### src/rtl/bwes_pkg.sv
`default_nettype none
// ----------------------------------------------------------------------------
// bwes_pkg
// Shared constants, types and codes of the beat window event sequencer.
// ----------------------------------------------------------------------------
package bwes_pkg;

  localparam int MaxEvents            = 16;
  localparam int PositionFractionBits = 16;
  localparam int PosBits              = 16 + PositionFractionBits;
  localparam logic [31:0] PosMask     = 32'hFFFF_FFFF >> (32 - PosBits);
  localparam int MaxResults           = 32;
  localparam int IdxW                 = (MaxEvents > 1) ? $clog2(MaxEvents) : 1;
  localparam int UsedW                = $clog2(MaxEvents + 1);
  localparam int MsgCntW              = $clog2(MaxResults + 1);

  localparam logic [7:0] NoteOffOffset = 8'd200;
  localparam logic [3:0] StatusNoteOff = 4'h8;
  localparam logic [3:0] StatusNoteOn  = 4'h9;
  localparam logic [3:0] StatusCtrl    = 4'hB;

  localparam logic OpLoad     = 1'b0;
  localparam logic OpPosition = 1'b1;

  localparam logic CfgPatternEnabled = 1'b0;
  localparam logic CfgEventCount     = 1'b1;

  typedef struct packed {
    logic [31:0] beat;
    logic        is_ctrl;
    logic [4:0]  channel;
    logic [6:0]  number;
    logic [6:0]  amount;
  } entry_t;

  typedef struct packed {
    logic [7:0] status;
    logic [6:0] data_first;
    logic [6:0] data_second;
    logic [7:0] offset;
  } msg_t;

  typedef enum logic [2:0] {
    StIdle,
    StFetch,
    StCheck,
    StOff,
    StFlush
  } state_e;

  typedef struct packed {
    logic load;
    logic begin_scan;
    logic clear_prev;
    logic fetch;
    logic push_on;
    logic push_ctrl;
    logic push_off;
    logic advance;
    logic flush;
  } cmd_t;

  typedef struct packed {
    logic hit;
    logic is_ctrl;
    logic last_entry;
    logic enabled;
    logic used_zero;
  } sts_t;

endpackage
`default_nettype wire

### src/rtl/bwes_ctrl.sv
`default_nettype none
// ----------------------------------------------------------------------------
// bwes_ctrl
// Controller: decodes items and steps the table scan one entry at a time.
// ----------------------------------------------------------------------------
module bwes_ctrl (
  input  wire logic          clk_i,
  input  wire logic          rst_ni,
  input  wire logic          start_i,
  input  wire logic          operation_i,
  input  wire logic          position_present_i,
  input  wire logic          playing_i,
  input  wire logic          position_known_i,
  input  wire bwes_pkg::sts_t sts_i,
  output bwes_pkg::cmd_t     cmd_o,
  output logic               busy_o
);
  import bwes_pkg::*;

  state_e state_q, state_d;

  always_ff @(posedge clk_i or negedge rst_ni) begin
    if (!rst_ni) begin
      state_q <= StIdle;
    end else begin
      state_q <= state_d;
    end
  end

  always_comb begin
    state_d = state_q;
    case (state_q)
      StIdle: begin
        if (start_i && operation_i == OpPosition && position_present_i &&
            sts_i.enabled && playing_i && position_known_i) begin
          state_d = sts_i.used_zero ? StFlush : StFetch;
        end
      end
      StFetch: state_d = StCheck;
      StCheck: begin
        if (sts_i.hit && !sts_i.is_ctrl) begin
          state_d = StOff;
        end else begin
          state_d = sts_i.last_entry ? StFlush : StFetch;
        end
      end
      StOff:   state_d = sts_i.last_entry ? StFlush : StFetch;
      StFlush: state_d = StIdle;
      default: state_d = StIdle;
    endcase
  end

  always_comb begin
    cmd_o  = '0;
    busy_o = (state_q != StIdle);
    case (state_q)
      StIdle: begin
        if (start_i) begin
          if (operation_i == OpLoad) begin
            cmd_o.load = 1'b1;
          end else if (position_present_i && sts_i.enabled) begin
            if (!playing_i) begin
              cmd_o.clear_prev = 1'b1;
            end else if (position_known_i) begin
              cmd_o.begin_scan = 1'b1;
            end
          end
        end
      end
      StFetch: cmd_o.fetch = 1'b1;
      StCheck: begin
        if (sts_i.hit) begin
          cmd_o.push_ctrl = sts_i.is_ctrl;
          cmd_o.push_on   = !sts_i.is_ctrl;
        end
        cmd_o.advance = !sts_i.hit || sts_i.is_ctrl;
      end
      StOff: begin
        cmd_o.push_off = 1'b1;
        cmd_o.advance  = 1'b1;
      end
      StFlush: cmd_o.flush = 1'b1;
      default: cmd_o = '0;
    endcase
  end

endmodule
`default_nettype wire

### src/rtl/bwes_datapath.sv
`default_nettype none
// ----------------------------------------------------------------------------
// bwes_datapath
// Datapath: event table, window compare, message hold and result beat regs.
// ----------------------------------------------------------------------------
module bwes_datapath (
  input  wire logic           clk_i,
  input  wire logic           rst_ni,
  input  wire bwes_pkg::cmd_t cmd_i,
  output bwes_pkg::sts_t      sts_o,
  input  wire logic           cfg_we_i,
  input  wire logic           cfg_index_i,
  input  wire logic [4:0]     cfg_data_i,
  input  wire logic [3:0]     entry_index_i,
  input  wire logic [31:0]    entry_beat_i,
  input  wire logic           entry_is_controller_i,
  input  wire logic [4:0]     entry_channel_i,
  input  wire logic [6:0]     entry_number_i,
  input  wire logic [6:0]     entry_amount_i,
  input  wire logic [31:0]    position_i,
  output logic                result_valid_o,
  output logic [7:0]          status_byte_o,
  output logic [6:0]          data_first_o,
  output logic [6:0]          data_second_o,
  output logic [7:0]          sample_offset_o,
  output logic                last_of_run_o
);
  import bwes_pkg::*;

  entry_t             table_mem [MaxEvents];
  entry_t             rd_q;
  logic               enabled_q;
  logic [4:0]         count_q;
  logic [31:0]        prev_q;
  logic [31:0]        cur_q;
  logic [IdxW-1:0]    idx_q;
  logic [UsedW-1:0]   used_q;
  logic [UsedW-1:0]   used_sat;
  logic [MsgCntW-1:0] cnt_q;
  msg_t               held_q;
  logic               held_v_q;
  msg_t               out_q;
  logic               out_v_q;
  logic               out_last_q;
  msg_t               new_msg;
  logic [3:0]         ch;
  logic               push;
  logic               can_push;
  logic               wrap;
  logic               ge_prev;
  logic               lt_cur;

  always_ff @(posedge clk_i or negedge rst_ni) begin
    if (!rst_ni) begin
      enabled_q <= 1'b0;
      count_q   <= '0;
    end else if (cfg_we_i) begin
      case (cfg_index_i)
        CfgPatternEnabled: enabled_q <= cfg_data_i[0];
        CfgEventCount:     count_q   <= cfg_data_i;
        default:           enabled_q <= enabled_q;
      endcase
    end
  end

  always_ff @(posedge clk_i) begin
    if (cmd_i.load && (int'(entry_index_i) < MaxEvents)) begin
      table_mem[IdxW'(entry_index_i)] <= '{
        beat:    entry_beat_i & PosMask,
        is_ctrl: entry_is_controller_i,
        channel: entry_channel_i,
        number:  entry_number_i,
        amount:  entry_amount_i
      };
    end
    if (cmd_i.fetch) begin
      rd_q <= table_mem[idx_q];
    end
  end

  assign used_sat = (int'(count_q) > MaxEvents) ? UsedW'(MaxEvents) : UsedW'(count_q);

  assign wrap    = cur_q < prev_q;
  assign ge_prev = rd_q.beat >= prev_q;
  assign lt_cur  = rd_q.beat < cur_q;

  assign sts_o.hit        = wrap ? (ge_prev || lt_cur) : (ge_prev && lt_cur);
  assign sts_o.is_ctrl    = rd_q.is_ctrl;
  assign sts_o.last_entry = ((UsedW'(idx_q) + UsedW'(1)) == used_q);
  assign sts_o.enabled    = enabled_q;
  assign sts_o.used_zero  = (used_sat == '0);

  assign ch = 4'(rd_q.channel - 5'd1);

  always_comb begin
    new_msg.data_first  = rd_q.number;
    new_msg.data_second = rd_q.amount;
    new_msg.offset      = 8'd0;
    new_msg.status      = {StatusNoteOn, ch};
    if (cmd_i.push_ctrl) begin
      new_msg.status = {StatusCtrl, ch};
    end else if (cmd_i.push_off) begin
      new_msg.status      = {StatusNoteOff, ch};
      new_msg.data_second = 7'd0;
      new_msg.offset      = NoteOffOffset;
    end
  end

  assign push     = cmd_i.push_on || cmd_i.push_ctrl || cmd_i.push_off;
  assign can_push = (int'(cnt_q) < MaxResults);

  always_ff @(posedge clk_i or negedge rst_ni) begin
    if (!rst_ni) begin
      prev_q   <= '0;
      cur_q    <= '0;
      idx_q    <= '0;
      used_q   <= '0;
      cnt_q    <= '0;
      held_v_q <= 1'b0;
      out_v_q  <= 1'b0;
    end else begin
      out_v_q <= 1'b0;
      if (cmd_i.clear_prev) begin
        prev_q <= '0;
      end
      if (cmd_i.begin_scan) begin
        cur_q    <= position_i & PosMask;
        used_q   <= used_sat;
        idx_q    <= '0;
        cnt_q    <= '0;
        held_v_q <= 1'b0;
      end
      if (cmd_i.advance) begin
        idx_q <= idx_q + IdxW'(1);
      end
      if (push && can_push) begin
        out_v_q  <= held_v_q;
        held_v_q <= 1'b1;
        cnt_q    <= cnt_q + MsgCntW'(1);
      end else if (cmd_i.flush) begin
        out_v_q  <= held_v_q;
        held_v_q <= 1'b0;
        prev_q   <= cur_q;
      end
    end
  end

  always_ff @(posedge clk_i) begin
    if (push && can_push) begin
      held_q     <= new_msg;
      out_q      <= held_q;
      out_last_q <= 1'b0;
    end else if (cmd_i.flush) begin
      out_q      <= held_q;
      out_last_q <= 1'b1;
    end
  end

  assign result_valid_o  = out_v_q;
  assign status_byte_o   = out_q.status;
  assign data_first_o    = out_q.data_first;
  assign data_second_o   = out_q.data_second;
  assign sample_offset_o = out_q.offset;
  assign last_of_run_o   = out_v_q && out_last_q;

endmodule
`default_nettype wire

### src/rtl/beat_window_event_sequencer.sv
`default_nettype none
// ----------------------------------------------------------------------------
// beat_window_event_sequencer
// Pattern event table scanned against a beat window, emitting raw MIDI beats.
// A position item, when enabled, playing and the position known, scans each
// entry in use, with an extra step per note hit; busy is high meanwhile, and
// the next item is taken when busy drops.
// Each result beat is held until the next one is formed or the scan ends, then
// shows for one cycle; the receiver cannot stall.
// Reset clears the controller, config, counters, valid flags and previous
// position; table, read and message registers are undefined until written.
// ----------------------------------------------------------------------------
module beat_window_event_sequencer (
  input  wire logic        clk_i,
  input  wire logic        rst_ni,
  input  wire logic        cfg_we_i,
  input  wire logic        cfg_index_i,
  input  wire logic [4:0]  cfg_data_i,
  input  wire logic        start,
  output logic             busy,
  input  wire logic        operation_i,
  input  wire logic [3:0]  entry_index_i,
  input  wire logic [31:0] entry_beat_i,
  input  wire logic        entry_is_controller_i,
  input  wire logic [4:0]  entry_channel_i,
  input  wire logic [6:0]  entry_number_i,
  input  wire logic [6:0]  entry_amount_i,
  input  wire logic        position_present_i,
  input  wire logic        playing_i,
  input  wire logic        position_known_i,
  input  wire logic [31:0] position_i,
  output logic             result_valid_o,
  output logic [7:0]       status_byte_o,
  output logic [6:0]       data_first_o,
  output logic [6:0]       data_second_o,
  output logic [7:0]       sample_offset_o,
  output logic             last_of_run_o
);
  import bwes_pkg::*;

  cmd_t cmd;
  sts_t sts;

  bwes_ctrl u_ctrl (
    .clk_i              (clk_i),
    .rst_ni             (rst_ni),
    .start_i            (start),
    .operation_i        (operation_i),
    .position_present_i (position_present_i),
    .playing_i          (playing_i),
    .position_known_i   (position_known_i),
    .sts_i              (sts),
    .cmd_o              (cmd),
    .busy_o             (busy)
  );

  bwes_datapath u_datapath (
    .clk_i                 (clk_i),
    .rst_ni                (rst_ni),
    .cmd_i                 (cmd),
    .sts_o                 (sts),
    .cfg_we_i              (cfg_we_i),
    .cfg_index_i           (cfg_index_i),
    .cfg_data_i            (cfg_data_i),
    .entry_index_i         (entry_index_i),
    .entry_beat_i          (entry_beat_i),
    .entry_is_controller_i (entry_is_controller_i),
    .entry_channel_i       (entry_channel_i),
    .entry_number_i        (entry_number_i),
    .entry_amount_i        (entry_amount_i),
    .position_i            (position_i),
    .result_valid_o        (result_valid_o),
    .status_byte_o         (status_byte_o),
    .data_first_o          (data_first_o),
    .data_second_o         (data_second_o),
    .sample_offset_o       (sample_offset_o),
    .last_of_run_o         (last_of_run_o)
  );

endmodule
`default_nettype wire

### config.mk
export PLATFORM = sky130hd
export DESIGN_NAME = beat_window_event_sequencer
export DESIGN_NICKNAME = d
export VERILOG_FILES = /design/src/rtl/bwes_pkg.sv /design/src/rtl/bwes_ctrl.sv /design/src/rtl/bwes_datapath.sv /design/src/rtl/beat_window_event_sequencer.sv
export SDC_FILE = /design/constraint.sdc
export NUM_CORES = 1
export LEC_CHECK = 0
export BUFFER_PORTS_ARGS = -buffer_cell sky130_fd_sc_hd__buf_2
export CAP_MARGIN = 20
export CORE_MARGIN = 3
export CORE_UTILIZATION = 58
export CTS_BUF_LIST = sky130_fd_sc_hd__clkbuf_16
export CTS_CLUSTER_DIAMETER = 60
export DETAILED_ROUTE_END_ITERATION = 10
export PLACE_DENSITY = 0.75
export RECOVER_POWER = 100
export SYNTH_ARGS = -nofsm -noshare
export SYNTH_HDL_FRONTEND = slang
export SYNTH_SLANG_ARGS = --single-unit
### constraint.sdc
create_clock -name clk_i -period 10.5 [get_ports clk_i]
set_input_delay 3.15 -clock clk_i [delete_from_list [all_inputs] [get_ports clk_i]]
set_output_delay 3.15 -clock clk_i [all_outputs]
set_load 0.02 [all_outputs]
==> run_results.csv, run 1 <==
group,metric,value,unit
outcome,outcome,"finished with violations",
outcome,violations,"capacitance limit, slew limit",
power_and_ir_drop,ir_drop,0.1312,mV
synth,synth_top_flop_cell,"edfxtp_1",
min_path,whs_path_depth,0,
min_path,hp-class,"reg -> reg",
timing,slew_violations,1181,
critical_path,crit_family,"simple AND/OR/NAND/NOR gates",
critical_path,r2r-start,"u_datapath.idx_q[0]$_DFFE_PN0P_",
clock_network,post_cts_resized,0,
critical_path,r2r_end,"u_datapath.rd_q[48]$_DFFE_PP_",
detailed_routing,wl_per_cell,27.81,um
synth,synth_top_cells_by_count,"909 x edfxtp_1, 255 x mux4_2, 114 x nand2_1",
clock_network,cts.clk_slew.worst_paths,60,ps
synth,synth_area_leaders,"edfxtp_1 69%, mux4_2 15%, dfrtp_1 5.7%",
detailed_routing,num_vias,19280,
detailed_routing,vias_per_cell,6.304,
floorplanning,io_pins,135,
final_layout,final_nets,2312,
timing,hold_slack,416.1,ps
final_layout,syn_to_final_growth,12.02,%
clock_network,cts_tree,"built",
global_routing,track_usage,0.2459,
critical_path,worstSetupStartpoint,"operation_i",
clock_network,clockBufferDepth,3,
timing,fmax,0.1314,GHz
critical_path,slowest_delay,2140,ps
place,hpwlAfterDp,42870,um
place,io_buffers,126,
min_path,min_from,"u_datapath.held_q[19]$_DFFE_PP_",
power_and_ir_drop,power_leakage,15.01,nW
global_routing,overflow,0,
synth,yosys.area.top_type,"edfxtp_1",
critical_path,startpoint_type,"primary input",
timing,finalClockSkew,22.25,ps
synth,post_synth_inst_count,1931,
floorplanning,core,66570,um2
clock_network,root_buffer,"clkbuf_16",
floorplanning,dieArea,71180,um2
place,place_congestion,0.8442,
clock_network,postCtsHoldBufs,0,
critical_path,arrival,7820,ps
flow_run,drv_cap,29,
synth,async_reset_ff_frac,0.09000,
synth,synth_area,39450,um2
synth,yosysSeqAreaShare,0.7495,
timing,final_hold_viol_count,0,
synth,yosysMostFrequentCell,"edfxtp_1",
clock_network,insertion_delay,660,ps
timing,slew_headroom,-2.012,
timing,period_share,0.7249,
synth,ys_ff_latch,1000,
critical_path,path_max_fanout,33,
detailed_routing,first_pass_iters,6,
synth,syn_avg_cell_area,20.43,um2
critical_path,required,10710,ps
clock_network,cts_buffers,101,
timing,worstMarginPinSlew,4519,ps
clock_network,cts_max_level,3,
synth,netlist-cell-type-count,62,
clock_network,postCtsSetupBuffers,0,
final_layout,fin_area,44190,um2
synth,ys_warn_count,0,
floorplanning,row_count,94,
min_path,min_to,"u_datapath.data_first_o[4]$_DFFE_PP_",
critical_path,reg2regPathDepth,3,
detailed_routing,wl,85040,um
critical_path,path_buf_inv,2,
timing,setup_violations,0,
global_routing,antenna_found_initial,7,
critical_path,critPathKind,"in -> reg",
timing,finalCriticalPeriod,7611,ps
clock_network,cts.sinks,1000,
detailed_routing,ant_nets,0,
global_routing,grt_max_degree,157,
place,postPlaceCellArea,41190,um2
critical_path,cp_cell_sequence,"clkbuf_1, nand3b_1, nor2_1, nand2_1, nor2_1, clkbuf_1",
synth,synth_edf_count,909,
final_layout,drive_gt1_frac,0.2163,
critical_path,end_kind,"flop",
global_routing,grt_pass1_wl,127600,um
floorplanning,die_y,266.8,um
detailed_routing,drt_iter0_markers,1937,
global_routing,grt_pass1_vias,20420,
critical_path,reg2reg_slack,4290,ps
timing,final.setup.tns,0,ps
floorplanning,die_w,266.8,um
floorplanning,initial_core_util,0.5926,
timing,rsz0062_at_grt,"false",
detailed_routing,drc_errors,0,
critical_path,crit_slowest_cell,"clkbuf_1",
power_and_ir_drop,cellPowerDensity,178.3,nW/um2
synth,yosysTopAreaCellShare,0.6919,
## worst max path at each step
stage	end	slack [ps]	cells past startpoint
4_1_cts	busy	5260	3
2_1_floorplan	u_datapath.table_mem[0][0]$_DFFE_PP_	2770	3
6_report	u_datapath.table_mem[5][48]$_DFFE_PP_	2890	6
3_5_place_dp	u_datapath.table_mem[5][10]$_DFFE_PP_	4660	6
5_1_grt	u_datapath.table_mem[5][2]$_DFFE_PP_	2600	6
3_3_place_gp	u_datapath.table_mem[5][10]$_DFFE_PP_	4650	6
## through the flow
| stage | util | power, mW | setup slack (ps) | cells |
|---|---|---|---|---|
| CTS | 0.6672 | 7.947 | 5264 | 3054 |
| detailed placement | 0.6188 | 4.500 | 4664 | 2873 |
| finish | 0.6638 | 7.878 | 2889 | 3058 |
| global placement | 0.6188 | 4.493 | 4650 | 2873 |
| global route | 0.6637 | 8.099 | 2604 | 3056 |
| floorplan | - | 4.436 | 2766 | 1936 |
## report_power, final
group	internal, mW	total, mW	leakage [nW]	switching, mW
clock	1.98	3.46	1.66	1.48
combinational	0.0154	0.0732	4.30	0.0578
sequential	4.34	4.34	9.05	0.00284
## sequential cells by signal (all words and copies together), names as in the netlist, 3 cells and up
register / count
u_datapath.used_q: 5
u_datapath.data_second_o: 7
u_datapath.count_q: 5
u_datapath.rd_q: 43
u_datapath.idx_q: 4
u_datapath.table_mem: 816
u_datapath.data_first_o: 7
u_datapath.status_byte_o: 6
u_ctrl.state_q: 3
u_datapath.new_msg: 7
u_datapath.cur_q: 32
u_datapath.held_q: 21
u_datapath.prev_q: 32
u_datapath.cnt_q: 6
## layout make-up
cell class                 instances  area [um2]
antenna                            3       7.507
inverter                          75       281.5
clock buffer                     103        2577
multi-input combinational        778        9313
clock inverter                    78       645.6
timing repair buffer             157       706.9
sequential                      1000       29580
fill                            4162       22380
tap                              864        1081
## layer usage
layer | up-vias | GRT usage | share of wire
met5 | - | 0 | 0.00046
met4 | 6 | 0.08269 | 0.026
met3 | 150 | 0.04535 | 0.071
met2 | 807 | 0.4136 | 0.52
met1 | 10100 | 0.3305 | 0.39
li1 | 8212 | - | -
## placed cells by master (no fill, tap or decap), drive strengths merged, types with 9 or more instances in the layout
cell / n
nor3: 12
nand4: 9
a21oi: 31
nand3: 15
clkinv: 37
inv: 103
nor2: 40
dfrtp: 90
buf: 54
clkbuf: 206
ha: 97
mux4: 255
and2: 10
edfxtp: 909
o21ai: 90
nand2b: 11
nand2: 114
## worst reg2reg max path, delay by kind of cell, from the launching register on
kind     cells  cell delay, ps
mux          2            1370
buf+inv      1            2780
flops        1            1780
## cells by family after synthesis
group,Yosys count,synth area share
simple gates,234,0.02699
other cells,2,0.0001904
mux,266,0.1486
compound gates,166,0.02566
flops,1000,0.7495
buf+inv,158,0.01640
xor+xnor,7,0.001554
fa+ha+maj,98,0.03111
Power figures use the tool's default switching activity.
==> inputs of run 2 (changes only) <==
clock period = 7.5 ns   (was 10.5 ns; I/O delays follow)
==> run 2 against run 1 <==
  * The run still ends with capacitance limit, slew limit left
  * Non-clock buffer count up 1
  * Global-route usage up 0.55 points
  * Utilization up 0.18 points
  * Clock-buffer cell count down 3
  * Worst setup slack worse by 1200 ps
  * Register-to-register slack worse by 2600 ps
  * Die area unchanged
  * Routed wire length up 2.3%
  * Sequential share of layout area down 0.18 points
  * Highest routed layer unchanged
==> run_results.csv, run 2 (synthesis results as in run 1) <==
group,metric,value,unit
place,io_buffers,126,
detailed_routing,num_vias,19480,
final_layout,top_register,"u_datapath.table_mem",
floorplanning,dieArea,71180,um2
detailed_routing,dr_wl_met3,6007,um
critical_path,arrival,6110,ps
global_routing,grt_pass1_vias,20720,
detailed_routing,wl_per_cell,28.34,um
timing,setup_violations,0,
outcome,violations,"capacitance limit, slew limit",
final_layout,largest_reg_flops,816,
timing,slew_headroom,-1.917,
detailed_routing,vias_per_cell,6.348,
timing,finalClockSkew,33.40,ps
clock_network,root_buffer,"clkbuf_16",
timing,fmax,0.1709,GHz
outcome,outcome,"finished with violations",
critical_path,end_kind,"flop",
final_layout,syn_to_final_growth,12.33,%
detailed_routing,drc_errors,0,
min_path,min_from,"u_datapath.new_msg[16]$_DFFE_PP_",
clock_network,clockBufferDepth,3,
global_routing,grt_pass1_wl,130900,um
timing,worstMarginPinSlew,4376,ps
flow_run,drv_cap,17,
final_layout,fill_cells,4190,
clock_network,insertion_delay,670,ps
min_path,whs_path_depth,0,
floorplanning,die_y,266.8,um
timing,rsz0062_at_grt,"false",
global_routing,track_usage,0.2515,
clock_network,cts.clk_slew.worst_paths,60,ps
timing,slew_violations,695,
critical_path,reg2reg_slack,1720,ps
clock_network,cts_tree,"built",
detailed_routing,drt_iter0_markers,2131,
critical_path,critPathKind,"in -> reg",
place,hpwlAfterDp,43470,um
clock_network,cts.sinks,1000,
min_path,min_to,"u_datapath.held_q[16]$_DFFE_PP_",
global_routing,antenna_found_initial,7,
timing,final.setup.tns,0,ps
final_layout,largestRegisters,"u_datapath.table_mem (816), u_datapath.rd_q (43)",
timing,period_share,0.7803,
clock_network,cts_max_level,3,
detailed_routing,wl,86990,um
critical_path,required,7750,ps
floorplanning,die_w,266.8,um
clock_network,post_cts_resized,0,
final_layout,final_common_cell,"edfxtp_1",
detailed_routing,met2_wirelength,45080,um
final_layout,final_nets,2311,
critical_path,reg2regPathDepth,3,
final_layout,utilization,0.6657,
floorplanning,core,66570,um2
final_layout,layout_common_cells,"909 x edfxtp_1, 255 x mux4_2, 114 x nand2_1",
global_routing,overflow,0,
power_and_ir_drop,cellPowerDensity,252.0,nW/um2
clock_network,postCtsSetupBuffers,0,
critical_path,r2r_end,"u_datapath.rd_q[24]$_DFFE_PP_",
clock_network,cts_buffers,99,
timing,final_hold_viol_count,0,
place,place_congestion,0.8419,
critical_path,r2r-start,"u_datapath.idx_q[1]$_DFFE_PN0P_",
floorplanning,io_pins,135,
global_routing,grt_max_degree,151,
detailed_routing,met1Wirelength,33480,um
critical_path,path_max_fanout,34,
floorplanning,initial_core_util,0.5926,
timing,finalCriticalPeriod,5852,ps
final_layout,drive_gt1_frac,0.2246,
min_path,hp-class,"reg -> reg",
floorplanning,row_count,94,
detailed_routing,first_pass_iters,5,
power_and_ir_drop,ir_drop,0.1725,mV
detailed_routing,ant_nets,0,
clock_network,postCtsHoldBufs,0,
critical_path,startpoint_type,"primary input",
detailed_routing,top_layer_used,"met5",
power_and_ir_drop,power_leakage,15.10,nW
[run 2: metal layers]
| metal | up-vias | GRT usage |
|---|---|---|
| met5 | - | 0 |
| met4 | 4 | 0.08995 |
| met3 | 168 | 0.03909 |
| met2 | 803 | 0.4270 |
| met1 | 10300 | 0.3369 |
| li1 | 8205 | - |
[run 2: through the flow]
step,instance area (um2),worst slack [ps],cells,hold WS (ps),total power [mW]
2_1_floorplan,39470,666.5,1936,400.3,6.210
3_3_place_gp,41210,2435,2872,400.7,6.292
3_5_place_dp,41210,2377,2872,404.5,6.302
4_1_cts,44520,3057,3060,419.2,11.25
5_1_grt,44310,1531,3066,421.1,11.47
6_report,44310,1648,3069,419.5,11.16
[run 2: power by group]
part           leakage [nW]  switching [mW]  total (mW)  internal (mW)
logic                  4.37          0.0818       0.103         0.0216
registers              9.05         0.00480        6.08           6.07
clock network          1.69            2.12        4.98           2.86
[run 2: layout make-up]
cell class	count	area [um2]	area share
Antenna cell	6	15.01	0.0003388
Clock buffer	100	2502	0.05647
Clock inverter	88	807.0	0.01821
Inverter	75	281.5	0.006353
Multi-Input combinational cell	778	9276	0.2093
Sequential cell	1000	29580	0.6676
Tap cell	864	1081	0.02440
Timing Repair Buffer	158	768.2	0.01734
[run 2: how the worst max path moves through the flow]
| stage | startpoint | endpoint | slack (ps) | cells after the start |
|---|---|---|---|---|
| after floorplan | operation_i | u_datapath.table_mem[0][0]$_DFFE_PP_ | 670 | 3 |
| after global placement | operation_i | u_datapath.table_mem[6][0]$_DFFE_PP_ | 2440 | 6 |
| after detailed placement | operation_i | u_datapath.table_mem[6][0]$_DFFE_PP_ | 2380 | 6 |
| after CTS | operation_i | u_datapath.table_mem[6][46]$_DFFE_PP_ | 3060 | 6 |
| after global routing | operation_i | u_datapath.table_mem[7][27]$_DFFE_PP_ | 1530 | 6 |
| final | operation_i | u_datapath.table_mem[7][30]$_DFFE_PP_ | 1650 | 6 |
[run 2: critical path: stages]
cell and delay (ps):
buf_2 110, nand3b_1 340, nor2_1 240, nand2_1 150, nor2_1 1690, clkbuf_2 1290
